==> src/hw/rtl/assert_macros.svh <==
// Assertion macros shared by the serial servo slew controller modules.
`ifndef ASSERT_MACROS_SVH
`define ASSERT_MACROS_SVH
`ifndef ASSERT_OFF
// Property must hold at every clock edge outside reset.
`define SSC_ASSERT(name, clk, rstn, prop) \
  name: assert property (@(posedge clk) disable iff (!rstn) (prop)) \
    else $error("ssc assertion failed");
// Condition must never be true outside reset.
`define SSC_ASSERT_NEVER(name, clk, rstn, cond) \
  name: assert property (@(posedge clk) disable iff (!rstn) !(cond)) \
    else $error("ssc forbidden condition seen");
`else
`define SSC_ASSERT(name, clk, rstn, prop)
`define SSC_ASSERT_NEVER(name, clk, rstn, cond)
`endif
`endif

==> src/hw/rtl/ssc_pkg.sv <==
// Types and constants of the serial servo slew controller.
`default_nettype none
package ssc_pkg;

  localparam int CHANNELS   = 6;
  localparam int LINE_LIMIT = 40;
  localparam int CH_W       = $clog2(CHANNELS);
  localparam int FC_W       = $clog2(CHANNELS + 1);
  localparam int LEN_W      = $clog2(LINE_LIMIT + 1);
  localparam int ANGLE_W    = 8;
  localparam int VAL_W      = 10;
  localparam int PULSE_W    = 12;

  localparam logic [ANGLE_W-1:0] ANGLE_MAX = 8'd180;
  localparam logic [ANGLE_W-1:0] ANGLE_MID = 8'd90;
  localparam logic [VAL_W-1:0]   FIELD_SAT = 10'd1023;

  // Division by 180 as multiplication by a rounded-up reciprocal; exact below 2^20.
  localparam int              DIV_SHIFT = 28;
  localparam logic [20:0]     DIV_RECIP = 21'd1491309;

  // Character codes.
  localparam logic [7:0] CHAR_NL    = 8'h0A;
  localparam logic [7:0] CHAR_TAB   = 8'h09;
  localparam logic [7:0] CHAR_VT    = 8'h0B;
  localparam logic [7:0] CHAR_FF    = 8'h0C;
  localparam logic [7:0] CHAR_CR    = 8'h0D;
  localparam logic [7:0] CHAR_SPACE = 8'h20;
  localparam logic [7:0] CHAR_PLUS  = 8'h2B;
  localparam logic [7:0] CHAR_COMMA = 8'h2C;
  localparam logic [7:0] CHAR_MINUS = 8'h2D;
  localparam logic [7:0] CHAR_ZERO  = 8'h30;
  localparam logic [7:0] CHAR_NINE  = 8'h39;

  // Request kinds and result kinds.
  localparam logic KIND_BYTE = 1'b0;
  localparam logic KIND_TICK = 1'b1;
  localparam logic RES_PULSE = 1'b0;
  localparam logic RES_ACK   = 1'b1;

  // Register indexes of the configuration port.
  typedef enum logic [2:0] {
    REG_STEP_SIZE   = 3'd0,
    REG_RAMP_PERIOD = 3'd1,
    REG_PULSE_MIN   = 3'd2,
    REG_PULSE_MAX   = 3'd3,
    REG_GRIPPER     = 3'd4
  } reg_idx_e;

  typedef enum logic [1:0] {
    PH_SKIP, PH_SIGN, PH_DIGITS, PH_DONE
  } phase_e;

  typedef enum logic [2:0] {
    ST_IDLE, ST_STEP, ST_MUL, ST_DIV, ST_EMIT
  } state_e;

  typedef struct packed {
    logic [3:0]  step_size;
    logic [7:0]  ramp_period;
    logic [11:0] pulse_min;
    logic [11:0] pulse_max;
    logic [7:0]  gripper_limit;
  } cfg_t;

  typedef struct packed {
    logic accept;
    logic step;
    logic mul;
    logic div;
    logic emit;
  } cmd_t;

  typedef struct packed {
    logic out_free;
    logic ramp_due;
    logic last_ch;
  } status_t;

endpackage
`default_nettype wire

==> src/hw/rtl/serial_servo_slew_controller_core.sv <==
// Top level of the serial servo slew controller: register port and module wiring.
//
// Requests arrive on the in channel (in_valid_i, in_stall_o): kind_i 0 carries a
// received character in rx_byte_i, kind_i 1 a one millisecond tick. Characters
// build a comma-separated line of angles that is committed on newline; a line of
// six values answers with an acknowledge result. Every ramp_period ticks each
// channel steps toward its target and a pulse width result is given per channel.
// Results leave on the out channel (out_valid_o, out_stall_i) through one output
// register. A character request is handled when it is accepted; an acknowledge is valid in the
// cycle after it. A tick that triggers an update walks each channel in turn through
// step, multiply, divide by reciprocal and emit; the next request can be taken
// once the last channel is emitted and nothing stalls. Other ticks only advance the
// tick counter. Requests are taken only while no ramp walk runs and the output
// register is free. While the receiver stalls, the output register holds its
// result and the block waits. Reset restores the register defaults, centres all
// channels except the last, which goes to 0, and clears the line parser; no
// pulses are sent at reset.
`default_nettype none
module serial_servo_slew_controller_core (
  input  wire          clk_i,
  input  wire          rst_ni,
  input  wire          in_valid_i,
  output logic         in_stall_o,
  input  wire          kind_i,
  input  wire  [7:0]   rx_byte_i,
  output logic         out_valid_o,
  input  wire          out_stall_i,
  output logic         result_kind_o,
  output logic [2:0]   channel_o,
  output logic [11:0]  pulse_us_o,
  output logic         last_o,
  input  wire          psel,
  input  wire          penable,
  input  wire          pwrite,
  input  wire  [4:0]   paddr,
  input  wire  [31:0]  pwdata,
  output logic [31:0]  prdata,
  output logic         pready
);

  ssc_pkg::cfg_t    cfg_q;
  ssc_pkg::cmd_t    cmd;
  ssc_pkg::status_t status;
  ssc_pkg::reg_idx_e reg_idx;
  logic             cfg_we;

  // Configuration registers.
  assign pready  = 1'b1;
  assign cfg_we  = psel && penable && pwrite;
  assign reg_idx = ssc_pkg::reg_idx_e'(paddr[4:2]);

  always_ff @(posedge clk_i or negedge rst_ni) begin
    if (!rst_ni) begin
      cfg_q.step_size     <= 4'd3;
      cfg_q.ramp_period   <= 8'd8;
      cfg_q.pulse_min     <= 12'd500;
      cfg_q.pulse_max     <= 12'd2500;
      cfg_q.gripper_limit <= 8'd60;
    end else if (cfg_we) begin
      unique case (reg_idx)
        ssc_pkg::REG_STEP_SIZE:   cfg_q.step_size     <= pwdata[3:0];
        ssc_pkg::REG_RAMP_PERIOD: cfg_q.ramp_period   <= pwdata[7:0];
        ssc_pkg::REG_PULSE_MIN:   cfg_q.pulse_min     <= pwdata[11:0];
        ssc_pkg::REG_PULSE_MAX:   cfg_q.pulse_max     <= pwdata[11:0];
        ssc_pkg::REG_GRIPPER:     cfg_q.gripper_limit <= pwdata[7:0];
        default: cfg_q <= cfg_q;
      endcase
    end
  end

  // Register read-back.
  always_comb begin
    unique case (reg_idx)
      ssc_pkg::REG_STEP_SIZE:   prdata = {28'd0, cfg_q.step_size};
      ssc_pkg::REG_RAMP_PERIOD: prdata = {24'd0, cfg_q.ramp_period};
      ssc_pkg::REG_PULSE_MIN:   prdata = {20'd0, cfg_q.pulse_min};
      ssc_pkg::REG_PULSE_MAX:   prdata = {20'd0, cfg_q.pulse_max};
      ssc_pkg::REG_GRIPPER:     prdata = {24'd0, cfg_q.gripper_limit};
      default: prdata = '0;
    endcase
  end

  // Controller.
  ssc_ctrl u_ctrl (
    .clk_i      (clk_i),
    .rst_ni     (rst_ni),
    .in_valid_i (in_valid_i),
    .kind_i     (kind_i),
    .in_stall_o (in_stall_o),
    .status_i   (status),
    .cmd_o      (cmd)
  );

  // Datapath.
  ssc_datapath u_datapath (
    .clk_i         (clk_i),
    .rst_ni        (rst_ni),
    .cmd_i         (cmd),
    .status_o      (status),
    .cfg_i         (cfg_q),
    .kind_i        (kind_i),
    .rx_byte_i     (rx_byte_i),
    .out_stall_i   (out_stall_i),
    .out_valid_o   (out_valid_o),
    .result_kind_o (result_kind_o),
    .channel_o     (channel_o),
    .pulse_us_o    (pulse_us_o),
    .last_o        (last_o)
  );

endmodule
`default_nettype wire

==> src/hw/rtl/ssc_datapath.sv <==
// Datapath: line parser, angle stores, ramp stepping, pulse mapping and output register.
`default_nettype none
`include "assert_macros.svh"
module ssc_datapath (
  input  wire                 clk_i,
  input  wire                 rst_ni,
  input  ssc_pkg::cmd_t       cmd_i,
  output ssc_pkg::status_t    status_o,
  input  ssc_pkg::cfg_t       cfg_i,
  input  wire                 kind_i,
  input  wire  [7:0]          rx_byte_i,
  input  wire                 out_stall_i,
  output logic                out_valid_o,
  output logic                result_kind_o,
  output logic [2:0]          channel_o,
  output logic [11:0]         pulse_us_o,
  output logic                last_o
);

  localparam int CH_W  = ssc_pkg::CH_W;
  localparam int FC_W  = ssc_pkg::FC_W;
  localparam int LEN_W = ssc_pkg::LEN_W;
  localparam int AW    = ssc_pkg::ANGLE_W;
  localparam int VW    = ssc_pkg::VAL_W;
  localparam int NCH   = ssc_pkg::CHANNELS;

  // Parser state.
  logic [VW-1:0]     val_q, val_d;
  ssc_pkg::phase_e   phase_q, phase_d;
  logic              neg_q, neg_d;
  logic              nonempty_q, nonempty_d;
  logic [FC_W-1:0]   fc_q, fc_d;
  logic [LEN_W-1:0]  len_q, len_d;
  logic              disc_q, disc_d;
  logic [7:0]        tick_q, tick_d;

  // Angle stores.
  logic [AW-1:0] cur_q [NCH];
  logic [AW-1:0] tgt_q [NCH];
  logic [AW-1:0] tgt_d [NCH];
  logic [AW-1:0] pend_q [NCH];

  // Ramp datapath registers.
  logic [CH_W-1:0]    ch_q;
  logic [AW-1:0]      angle_q;
  logic signed [21:0] prod_q;
  logic [11:0]        quo_q;
  logic               sign_q;

  // Output register.
  logic        out_valid_q;
  logic        out_kind_q;
  logic [2:0]  out_ch_q;
  logic [11:0] out_pulse_q;
  logic        out_last_q;

  logic byte_acc, tick_acc, is_nl, is_ws, is_dig, is_sign, is_comma;
  logic fin_write, pend_we, ack, load_ack, out_free;
  logic [AW-1:0]   grip_lim, lim_fc, fin_val;
  logic [VW-1:0]   raw_val;
  logic [13:0]     acc_val;
  logic [FC_W-1:0] fc_new;
  logic [8:0]      tick_next;
  logic            ramp_due;

  // Character classes and the gripper limit capped at the full range.
  assign is_nl    = (rx_byte_i == ssc_pkg::CHAR_NL);
  assign is_comma = (rx_byte_i == ssc_pkg::CHAR_COMMA);
  assign is_sign  = (rx_byte_i == ssc_pkg::CHAR_PLUS) || (rx_byte_i == ssc_pkg::CHAR_MINUS);
  assign is_dig   = (rx_byte_i >= ssc_pkg::CHAR_ZERO) && (rx_byte_i <= ssc_pkg::CHAR_NINE);
  assign is_ws    = (rx_byte_i == ssc_pkg::CHAR_SPACE) || (rx_byte_i == ssc_pkg::CHAR_TAB) ||
                    (rx_byte_i == ssc_pkg::CHAR_VT) || (rx_byte_i == ssc_pkg::CHAR_FF) ||
                    (rx_byte_i == ssc_pkg::CHAR_CR);
  assign grip_lim = (cfg_i.gripper_limit > ssc_pkg::ANGLE_MAX) ? ssc_pkg::ANGLE_MAX
                                                               : cfg_i.gripper_limit;
  assign byte_acc = cmd_i.accept && (kind_i == ssc_pkg::KIND_BYTE);
  assign tick_acc = cmd_i.accept && (kind_i == ssc_pkg::KIND_TICK);

  // Closing a field: clamp its value to the channel limit.
  assign fin_write = nonempty_q && (fc_q < FC_W'(NCH));
  assign lim_fc    = (fc_q == FC_W'(NCH - 1)) ? grip_lim : ssc_pkg::ANGLE_MAX;
  assign raw_val   = neg_q ? '0 : val_q;
  assign fin_val   = (raw_val > {{(VW-AW){1'b0}}, lim_fc}) ? lim_fc : raw_val[AW-1:0];
  assign fc_new    = fc_q + FC_W'(fin_write);
  assign acc_val   = {1'b0, val_q, 3'b000} + {3'b000, val_q, 1'b0}
                   + {6'd0, rx_byte_i - ssc_pkg::CHAR_ZERO};

  // Tick counting.
  assign tick_next = {1'b0, tick_q} + 9'd1;
  assign ramp_due  = (tick_next >= {1'b0, cfg_i.ramp_period});

  // Next parser state and line commit.
  always_comb begin
    val_d      = val_q;
    phase_d    = phase_q;
    neg_d      = neg_q;
    nonempty_d = nonempty_q;
    fc_d       = fc_q;
    len_d      = len_q;
    disc_d     = disc_q;
    pend_we    = 1'b0;
    ack        = 1'b0;
    for (int i = 0; i < NCH; i++) begin
      tgt_d[i] = tgt_q[i];
    end
    if (byte_acc) begin
      if (is_nl) begin
        if (!disc_q) begin
          pend_we = fin_write;
          for (int i = 0; i < NCH; i++) begin
            if (FC_W'(i) < fc_new) begin
              tgt_d[i] = (fin_write && (fc_q == FC_W'(i))) ? fin_val : pend_q[i];
            end
          end
          ack = (fc_new == FC_W'(NCH));
        end
        val_d = '0; phase_d = ssc_pkg::PH_SKIP; neg_d = 1'b0; nonempty_d = 1'b0;
        fc_d = '0; len_d = '0; disc_d = 1'b0;
      end else if (!disc_q) begin
        if (len_q >= LEN_W'(ssc_pkg::LINE_LIMIT)) begin
          val_d = '0; phase_d = ssc_pkg::PH_SKIP; neg_d = 1'b0; nonempty_d = 1'b0;
          fc_d = '0; len_d = '0; disc_d = 1'b1;
        end else begin
          len_d = len_q + LEN_W'(1);
          if (is_comma) begin
            pend_we = fin_write;
            fc_d    = fc_new;
            val_d = '0; phase_d = ssc_pkg::PH_SKIP; neg_d = 1'b0; nonempty_d = 1'b0;
          end else begin
            nonempty_d = 1'b1;
            if ((phase_q == ssc_pkg::PH_SKIP) && is_ws) begin
              phase_d = phase_q;
            end else if ((phase_q == ssc_pkg::PH_SKIP) && is_sign) begin
              neg_d   = (rx_byte_i == ssc_pkg::CHAR_MINUS);
              phase_d = ssc_pkg::PH_SIGN;
            end else if ((phase_q != ssc_pkg::PH_DONE) && is_dig) begin
              phase_d = ssc_pkg::PH_DIGITS;
              val_d   = (acc_val > {4'd0, ssc_pkg::FIELD_SAT}) ? ssc_pkg::FIELD_SAT
                                                             : acc_val[VW-1:0];
            end else begin
              phase_d = ssc_pkg::PH_DONE;
            end
          end
        end
      end
    end
  end

  // Tick counter next value.
  always_comb begin
    tick_d = tick_q;
    if (tick_acc) begin
      tick_d = ramp_due ? 8'd0 : tick_next[7:0];
    end
  end

  // Parser and line registers.
  always_ff @(posedge clk_i or negedge rst_ni) begin
    if (!rst_ni) begin
      val_q      <= '0;
      phase_q    <= ssc_pkg::PH_SKIP;
      neg_q      <= 1'b0;
      nonempty_q <= 1'b0;
      fc_q       <= '0;
      len_q      <= '0;
      disc_q     <= 1'b0;
      tick_q     <= '0;
    end else begin
      val_q      <= val_d;
      phase_q    <= phase_d;
      neg_q      <= neg_d;
      nonempty_q <= nonempty_d;
      fc_q       <= fc_d;
      len_q      <= len_d;
      disc_q     <= disc_d;
      tick_q     <= tick_d;
    end
  end

  // Pending angles of the line being received; only read after being written.
  always_ff @(posedge clk_i) begin
    if (pend_we) begin
      pend_q[fc_q[CH_W-1:0]] <= fin_val;
    end
  end

  // Ramp step of the selected channel.
  logic [AW-1:0] lim_ch, tgt_sel, cur_sel, t_eff, diff, new_angle;
  logic          up;
  assign lim_ch    = (ch_q == CH_W'(NCH - 1)) ? grip_lim : ssc_pkg::ANGLE_MAX;
  assign tgt_sel   = tgt_q[ch_q];
  assign cur_sel   = cur_q[ch_q];
  assign t_eff     = (tgt_sel > lim_ch) ? lim_ch : tgt_sel;
  assign up        = (t_eff > cur_sel);
  assign diff      = up ? (t_eff - cur_sel) : (cur_sel - t_eff);
  assign new_angle = (diff > {4'd0, cfg_i.step_size})
                   ? (up ? (cur_sel + {4'd0, cfg_i.step_size})
                         : (cur_sel - {4'd0, cfg_i.step_size}))
                   : t_eff;

  // Target and current angle stores.
  always_ff @(posedge clk_i or negedge rst_ni) begin
    if (!rst_ni) begin
      for (int i = 0; i < NCH; i++) begin
        tgt_q[i] <= (i == NCH - 1) ? '0 : ssc_pkg::ANGLE_MID;
        cur_q[i] <= (i == NCH - 1) ? '0 : ssc_pkg::ANGLE_MID;
      end
    end else begin
      for (int i = 0; i < NCH; i++) begin
        tgt_q[i] <= tgt_d[i];
      end
      if (cmd_i.step) begin
        cur_q[ch_q] <= new_angle;
      end
    end
  end

  // Channel counter of the ramp update.
  always_ff @(posedge clk_i or negedge rst_ni) begin
    if (!rst_ni) begin
      ch_q <= '0;
    end else if (tick_acc) begin
      ch_q <= '0;
    end else if (cmd_i.emit) begin
      ch_q <= ch_q + CH_W'(1);
    end
  end

  // Pulse mapping: multiply, divide by 180, then offset.
  logic signed [12:0] span;
  logic [21:0]        mag;
  logic [40:0]        quo_full;
  assign span     = $signed({1'b0, cfg_i.pulse_max}) - $signed({1'b0, cfg_i.pulse_min});
  assign mag      = prod_q[21] ? (22'd0 - prod_q) : prod_q;
  assign quo_full = mag[19:0] * ssc_pkg::DIV_RECIP;

  always_ff @(posedge clk_i) begin
    if (cmd_i.step) begin
      angle_q <= new_angle;
    end
    if (cmd_i.mul) begin
      prod_q <= $signed({1'b0, angle_q}) * span;
    end
    if (cmd_i.div) begin
      quo_q  <= quo_full[ssc_pkg::DIV_SHIFT +: 12];
      sign_q <= prod_q[21];
    end
  end

  // Output register, freed when the receiver takes the result.
  assign out_free = !out_valid_q || !out_stall_i;
  assign load_ack = ack;

  always_ff @(posedge clk_i or negedge rst_ni) begin
    if (!rst_ni) begin
      out_valid_q <= 1'b0;
    end else if (load_ack || cmd_i.emit) begin
      out_valid_q <= 1'b1;
    end else if (!out_stall_i) begin
      out_valid_q <= 1'b0;
    end
  end

  always_ff @(posedge clk_i) begin
    if (load_ack) begin
      out_kind_q  <= ssc_pkg::RES_ACK;
      out_ch_q    <= '0;
      out_pulse_q <= '0;
      out_last_q  <= 1'b1;
    end else if (cmd_i.emit) begin
      out_kind_q  <= ssc_pkg::RES_PULSE;
      out_ch_q    <= 3'(ch_q);
      out_pulse_q <= (sign_q ? (12'd0 - quo_q) : quo_q) + cfg_i.pulse_min;
      out_last_q  <= (ch_q == CH_W'(NCH - 1));
    end
  end

  assign status_o.out_free = out_free;
  assign status_o.ramp_due = ramp_due;
  assign status_o.last_ch  = (ch_q == CH_W'(NCH - 1));

  assign out_valid_o   = out_valid_q;
  assign result_kind_o = out_kind_q;
  assign channel_o     = out_ch_q;
  assign pulse_us_o    = out_pulse_q;
  assign last_o        = out_last_q;

  // An acknowledge is always the last result of its request.
  `SSC_ASSERT(a_ack_is_last, clk_i, rst_ni, (out_valid_q && out_kind_q) |-> out_last_q)
  // The field count never passes the number of channels.
  `SSC_ASSERT(a_fc_bound, clk_i, rst_ni, fc_q <= FC_W'(NCH))
  // A request is never taken while a ramp result is being loaded.
  `SSC_ASSERT_NEVER(a_no_accept_emit, clk_i, rst_ni, cmd_i.accept && cmd_i.emit)

endmodule
`default_nettype wire

==> src/hw/rtl/ssc_ctrl.sv <==
// Controller: sequences request acceptance and the per-channel ramp update.
`default_nettype none
`include "assert_macros.svh"
module ssc_ctrl (
  input  wire                 clk_i,
  input  wire                 rst_ni,
  input  wire                 in_valid_i,
  input  wire                 kind_i,
  output logic                in_stall_o,
  input  ssc_pkg::status_t    status_i,
  output ssc_pkg::cmd_t       cmd_o
);

  ssc_pkg::state_e state_q, state_d;

  // State register.
  always_ff @(posedge clk_i or negedge rst_ni) begin
    if (!rst_ni) begin
      state_q <= ssc_pkg::ST_IDLE;
    end else begin
      state_q <= state_d;
    end
  end

  // Next state.
  always_comb begin
    state_d = state_q;
    unique case (state_q)
      ssc_pkg::ST_IDLE: begin
        if (in_valid_i && status_i.out_free && (kind_i == ssc_pkg::KIND_TICK) &&
            status_i.ramp_due) begin
          state_d = ssc_pkg::ST_STEP;
        end
      end
      ssc_pkg::ST_STEP: state_d = ssc_pkg::ST_MUL;
      ssc_pkg::ST_MUL:  state_d = ssc_pkg::ST_DIV;
      ssc_pkg::ST_DIV:  state_d = ssc_pkg::ST_EMIT;
      ssc_pkg::ST_EMIT: begin
        if (status_i.out_free) begin
          state_d = status_i.last_ch ? ssc_pkg::ST_IDLE : ssc_pkg::ST_STEP;
        end
      end
      default: state_d = ssc_pkg::ST_IDLE;
    endcase
  end

  // Commands to the datapath.
  always_comb begin
    cmd_o        = '0;
    in_stall_o   = 1'b1;
    unique case (state_q)
      ssc_pkg::ST_IDLE: begin
        in_stall_o   = !status_i.out_free;
        cmd_o.accept = in_valid_i && status_i.out_free;
      end
      ssc_pkg::ST_STEP: cmd_o.step = 1'b1;
      ssc_pkg::ST_MUL:  cmd_o.mul  = 1'b1;
      ssc_pkg::ST_DIV:  cmd_o.div  = 1'b1;
      ssc_pkg::ST_EMIT: cmd_o.emit = status_i.out_free;
      default: cmd_o = '0;
    endcase
  end

  // A tick that is due starts the ramp walk.
  `SSC_ASSERT(a_ramp_start, clk_i, rst_ni,
    (cmd_o.accept && (kind_i == ssc_pkg::KIND_TICK) && status_i.ramp_due) |=>
    (state_q == ssc_pkg::ST_STEP))
  // Emitting the last channel ends the walk.
  `SSC_ASSERT(a_ramp_end, clk_i, rst_ni,
    (cmd_o.emit && status_i.last_ch) |=> (state_q == ssc_pkg::ST_IDLE))

endmodule
`default_nettype wire
==> config.mk <==
export PLATFORM = sky130hd
export DESIGN_NAME = serial_servo_slew_controller_core
export DESIGN_NICKNAME = d
export VERILOG_FILES = /design/src/hw/rtl/ssc_pkg.sv /design/src/hw/rtl/serial_servo_slew_controller_core.sv /design/src/hw/rtl/ssc_datapath.sv /design/src/hw/rtl/ssc_ctrl.sv
export VERILOG_INCLUDE_DIRS = /design/src /design/src/hw/rtl
export SDC_FILE = /design/constraint.sdc
export NUM_CORES = 1
export LEC_CHECK = 0
export BUFFER_PORTS_ARGS = -buffer_cell sky130_fd_sc_hd__buf_2
export CAP_MARGIN = 20
export CORE_ASPECT_RATIO = 0.8
export CORE_UTILIZATION = 50
export CTS_CLUSTER_DIAMETER = 40
export DETAILED_ROUTE_END_ITERATION = 10
export HOLD_SLACK_MARGIN = 0.12
export PLACE_DENSITY = 0.7
export SYNTH_ARGS = -nofsm -noshare
export SYNTH_HDL_FRONTEND = slang
export SYNTH_SLANG_ARGS = --single-unit
==> constraint.sdc <==
create_clock -name clk_i -period 15.92 [get_ports clk_i]
set_clock_uncertainty 0.1 [all_clocks]
set_input_delay 0.796 -clock clk_i [delete_from_list [all_inputs] [get_ports clk_i]]
set_output_delay 0.796 -clock clk_i [all_outputs]
set_load 0.05 [all_outputs]
# Yosys cells after proc, flatten, opt, wreduce, memory -nomap -nowiden
# Memory sizes are Yosys's and may differ from the RTL's. A register that Yosys moved wholly into a read port is not among the register bits.
# Cells that the tools add are included.
[word_totals]
register_bits = 191
ramBits = 48
in_bits = 53
output_inout_bits = 52
wordCells = 232
mem_count = 1
[memory_table]
columns = ["memory", "depth", "width", "rd", "rd_ports_with_merged_regs", "write_ports", "line_no", "text"]
rows = [
  ["u_datapath.pend_q", 6, 8, 6, 6, 1, "ssc_datapath.sv:41", "logic [AW-1:0] pend_q [NCH];"],
]
[classes]
n_addsub = 15
multipliers = 2
n_lt_le_gt_ge = 19
eq_ne = 27
muxes = 82
n_bitwise = 3
n_reduce_logical = 53
[op_table]
columns = ["operator", "count"]
rows = [
  ["2-to-1 mux 8 bit", 14],
  ["2-to-1 mux 10 bit", 9],
  ["one-hot mux 12 bit (5 select lines)", 1],
  ["binary-select mux 8 bit (select 3 bit)", 2],
  ["bitwise mux 48 bit", 1],
  ["== test 8 x 4 -> 1 bit, second input constant", 5],
  ["multiplier 20 x 21 -> 40 bit, second input constant", 1],
  ["2-to-1 mux 1 bit", 34],
  ["== test 8 x 6 -> 1 bit, second input constant", 4],
  ["AND reduction 4 bit", 7],
  ["demux 8 bit (select 3 bit)", 1],
  ["2-to-1 mux 3 bit", 8],
  ["multiplier 9 x 13 -> 22 bit", 1],
  ["2-to-1 mux 20 bit", 1],
  ["subtractor 1 x 20 -> 20 bit, first input constant", 1],
  ["2-to-1 mux 6 bit", 3],
  ["> comparator 8 bit", 2],
  ["subtractor 8 bit", 2],
  ["== test 3 bit, second input constant", 5],
  ["one-hot mux 3 bit (5 select lines)", 1],
  ["adder 13 x 11 -> 14 bit", 1],
  ["adder 14 x 8 -> 14 bit", 1],
  ["> comparator 14 x 10 -> 1 bit, second input constant", 1],
  ["AND reduction 2 bit", 7],
  ["42 further kinds", 88],
]

# Longest topological paths before layout
[depth]
depth_word = 11
depth_mapped = 35
ltp_nobuf = 32

# Modules after synthesis
# A second synthesis with hierarchy kept.
[hier_totals]
cells_unflattened = 2742
area_unflattened_um2 = 26859.5
[by_module_without_submodules]
columns = ["module", "n_inst", "cells_each", "area_per_inst_um2", "seq_area_each_um2"]
rows = [
  ["ssc_datapath", 1, 2551, 24375.9, 6396.1],
  ["serial_servo_slew_controller_core", 1, 170, 2312.2, 1123.6],
  ["ssc_ctrl", 1, 21, 171.4, 75.1],
]

# Worst setup path before layout
# No wires, ideal clock.
[synth_path]
path_kind = "flip-flop to flip-flop"
from = "register u_datapath.prod_q[9]"
to = "register u_datapath.quo_q[11] (data pin)"
setup_time_ps = 266
arrival_time_ps = 7631
t_required_ps = 15554
slack_ps = 7923
stages_incl_launch_ff = 28
path_buffers = 0
synth_period_minus_slack_ps = 7997
cell_sequence = "edfxtp_1 or4_4 or3_4 or3_4 o31ai_4 xor2_2 inv_1 ha_1 fa_1 fa_1 inv_1 fa_1 inv_1 fa_1 inv_1 fa_1 inv_1 ha_1 ha_1 and4_1 and4_1 a21oi_1 o211ai_1 a31oi_1 o21ai_0 a21o_1 o41ai_1 xnor2_1"
[synth_via]
elab_chain_cells = 3
[synth_lines]
columns = ["element", "line_no", "text"]
rows = [
  ["from (decl)", "ssc_datapath.sv:46", "logic signed [21:0] prod_q;"],
  ["from (signal assigned)", "ssc_datapath.sv:242", "prod_q <= $signed({1'b0, angle_q}) * span;"],
  ["subtractor 1 x 20 -> 20 bit", "ssc_datapath.sv:234", "assign mag = prod_q[21] ? (22'd0 - prod_q) : prod_q;"],
  ["2-to-1 mux 20 bit (*)", "ssc_datapath.sv:234", ""],
  ["multiplier 20 x 21 -> 40 bit (*)", "ssc_datapath.sv:235", "assign quo_full = mag[19:0] * ssc_pkg::DIV_RECIP;"],
  ["via u_datapath.quo_full[39]", "ssc_datapath.sv:232", "logic [40:0] quo_full;"],
  ["to (signal assigned)", "ssc_datapath.sv:245", "quo_q <= quo_full[ssc_pkg::DIV_SHIFT +: 12];"],
  ["to (decl)", "ssc_datapath.sv:47", "logic [11:0] quo_q;"],
]
# Mark *: on every way through the listed nets, which the timed path passes. The rest lies on a longest branch.
# A chain may end at the register's enable or synchronous reset.

# Worst setup path in the final report
[layout_path]
from = "register u_datapath.prod_q[9]"
to = "register u_datapath.quo_q[10] (data pin)"
# The elaborated chain is that of the path after synthesis.

==> results.cfg <==
[grt]
grt_usage = 0.242
grt_pass1_vias = 19800
grt_max_degree = 98
grt_pass1_wl_mm = 104
antenna_found_initial = 1
grt_overflow = 0

[clock_network]
clkLatencyLatePin_ns = 0.55
postCtsSetupRepairBufs = 0
clock_sinks = 286
cts_tree = done
ctsLongestPathBuffers = 3
clkTransAtPathRegs_ns = 0.06
cts-resized-gates = 0
cts_max_level = 2
hold_buffers = 0
cts_buffers = 37
root_buffer = clkbuf_16

[critical_path]
crit_slowest_cell = or4_4
crit_path_start_kind = flop
required_ns = 16.10
cp_max_fo = 6
r2r_start = u_datapath.prod_q[9]
max_stage_delay_ns = 0.55
cp-startpoint = u_datapath.prod_q[9]
endpoint_kind = flop
r2r_slack_ns = 7.04
critPathKind = flop to flop
cp.arrival_ns = 9.06

[logic_synthesis]
synth_compound_area_frac = 0.121
synth_top_family_by_area = adder cells
yosys.area_share.xor_xnor = 0.0356
synth_area_um2 = 26500
synth_cell_types = 80
synth-simple-area-share = 0.113
synth_edf_count = 90
synth-main-ff-cell = dfrtp_1
synth-adder-area-share = 0.315
ys_ff_latch = 286
syn_inst = 2729
async_flop_share = 0.626
muxShareOfSynthArea = 0.0488
yosysWarnings = 0
postSynthAreaPerCell_um2 = 9.70
ys_seq_area_frac = 0.287

[routing]
drt-total-wl_mm = 63.7
drc = 0
ant_nets = 0
wl_met3_mm = 5.03
wl_met1_mm = 30.6
vias_per_cell = 5.58
highest_layer = met4
drt_iter0_drc = 1666
routedWlPerCell_um = 18.1
vias = 19600
first_pass_iters = 8
dr_wl_met2_mm = 27.3

[floorplan]
dieWidth_um = 259
die_area_um2 = 53900
fp.dieH_um = 208
io_pins = 105
rows = 75
start_util = 0.505
core_um2 = 52400

[sta]
tns_ns = 0
setup_viol = 0
worst_slew_pin_slew_ns = 1.15
period_needed_ns = 8.88
relSlewSlack = 0.227
hold_viol = 0
grt_setup_unrepaired = false
max_freq_ghz = 0.113
slew_viol_final = 0
min_period_over_period = 0.558

[layout]
area_growth_pct = 8.93
antennaDiodeCount = 0
n_fill_cell = 4587
fin_nets = 3379
drive_gt1_frac = 0.101

[placement]
portBuffers = 61
place.gp.congestion = 0.946
hpwl_mm = 51.0

[run]
cap_violations = 0

[hold_path]
worstHoldPathType = primary input to async pin

[status]
status = complete, no violations
[metal layers]
layer  track usage  vias up
met4        0.0404        0
met5             0        -
met3        0.0405       58
li1              -     9246
met1         0.374     9674
met2         0.360      600
[stage by stage]
step / hold WS [ns] / worst slack [ns] / instances / instance area [um2] / utilization
4_1_cts: 0.271 / 6.99 / 3502 / 28800 / 0.549
2_1_floorplan: 0.349 / 7.92 / 2748 / 26500 / -
3_5_place_dp: 0.346 / 7.03 / 3434 / 27500 / 0.525
5_1_grt: 0.313 / 6.59 / 3510 / 28800 / 0.551
6_report: 0.201 / 7.04 / 3510 / 28800 / 0.551
3_3_place_gp: 0.330 / 7.08 / 3432 / 27500 / 0.525
[worst paths after layout]
check                                      endpoint  depth (start not counted)
max in group asynchronous                 cfg_q[27]                          3
hold / removal                  u_datapath.len_q[1]                          1
setup / recovery               u_datapath.quo_q[10]                         27
min in group clk_i         u_datapath.result_kind_o                          2
hold reg to reg            u_datapath.result_kind_o                          2
setup reg to reg               u_datapath.quo_q[10]                         27
[critical path, delay by kind of cell (launching register included)]
family | cells | cell delay (ns)
fa+ha+maj | 8 | 3.66
xor+xnor | 2 | 0.49
buf+inv | 5 | 0.31
compound gates | 7 | 1.90
flops | 1 | 0.44
simple gates | 5 | 1.72
[layout make-up]
| cell class | instances | area (um2) | share of cell area |
|---|---|---|---|
| multi-input cells | 1923 | 16900 | 0.585 |
| flip-flops and latches | 286 | 7590 | 0.263 |
| inverters | 449 | 1690 | 0.0585 |
| clock buffers | 44 | 1000 | 0.0348 |
| well taps | 693 | 867 | 0.0301 |
| repair buffers | 91 | 562 | 0.0195 |
| clock inverters | 24 | 243 | 0.00842 |
[cell usage after synthesis, types with 6 or more instances]
library cell | n | area (um2)
a21o_1 | 36 | 270
dfstp_2 | 58 | 1520
ha_1 | 325 | 4070
o21a_1 | 14 | 105
nand2b_1 | 30 | 188
nand3_1 | 37 | 185
or3_1 | 7 | 43.8
mux2i_2 | 6 | 82.6
nor2_1 | 100 | 375
fa_1 | 213 | 4260
xnor2_1 | 84 | 736
xor2_1 | 20 | 175
o22ai_1 | 13 | 81.3
dfxtp_1 | 17 | 340
a211oi_1 | 12 | 90.1
mux2i_1 | 77 | 771
nand4_1 | 12 | 75.1
and2_1 | 53 | 332
a22o_1 | 9 | 78.8
inv_1 | 449 | 1690
dfrtp_1 | 121 | 3030
o211ai_1 | 10 | 75.1
o21bai_1 | 12 | 90.1
edfxtp_1 | 90 | 2700
nor3b_1 | 8 | 60.1
clkbuf_1 | 53 | 199
a221oi_1 | 17 | 149
nand2_1 | 274 | 1030
a21oi_1 | 111 | 556
o31ai_1 | 12 | 90.1
nor3_1 | 24 | 120
mux2_2 | 37 | 417
o21ai_1 | 8 | 40.0
buf_4 | 22 | 165
and3_1 | 14 | 87.6
a22oi_1 | 32 | 240
o21ai_0 | 175 | 876
buf_1 | 6 | 22.5
a31oi_1 | 8 | 50.1
nor2b_1 | 32 | 200
a211o_1 | 7 | 61.3
buf_2 | 9 | 45.0
[flip-flops by register name, summed over array words and instances (netlist names), 2 cells and up]
signal                 cells
u_datapath.pend_q         48
cfg_q                     44
u_datapath.prod_q         21
u_datapath.phase_q         2
u_datapath.angle_q         8
u_datapath.pulse_us_o     12
u_datapath.cur_q          48
u_datapath.val_q          10
u_datapath.len_q           6
u_datapath.fc_q            3
u_datapath.ch_q            3
u_datapath.tgt_q          48
u_ctrl.state_q             3
u_datapath.channel_o       3
u_datapath.quo_q          12
u_datapath.tick_q          8
[cell usage in the layout, fill, tap and decap left out, types with 37 or more instances in the layout]
cell       synthesis  layout
nand3_1           37      37
fa_1             213     213
mux2_2            37      37
buf_2              9      61
nand2_1          274     274
dfstp_2           58      58
inv_1            449     449
edfxtp_1          90      90
and2_1            53      53
nor2_1           100     100
ha_1             325     325
dfrtp_1          121     121
clkbuf_16          0      39
mux2i_1           77      77
a21oi_1          111     111
xnor2_1           84      84
o21ai_0          175     175
[cells by family (layout without fill, tap and decap cells)]
| kind of cell | Yosys count | count (layout) |
|---|---|---|
| and+or+nand+nor | 626 | 626 |
| xor gates and xnor gates | 106 | 106 |
| other | 2 | 21 |
| DFF | 286 | 286 |
| buffers and inverters | 539 | 608 |
| adders and majority gates | 538 | 538 |
| muxes | 121 | 121 |
| AOI/OAI and AO/OA | 511 | 511 |
Power is not shown: default switching activity piles up to over one toggle a cycle in this logic, so the estimate is an artifact.
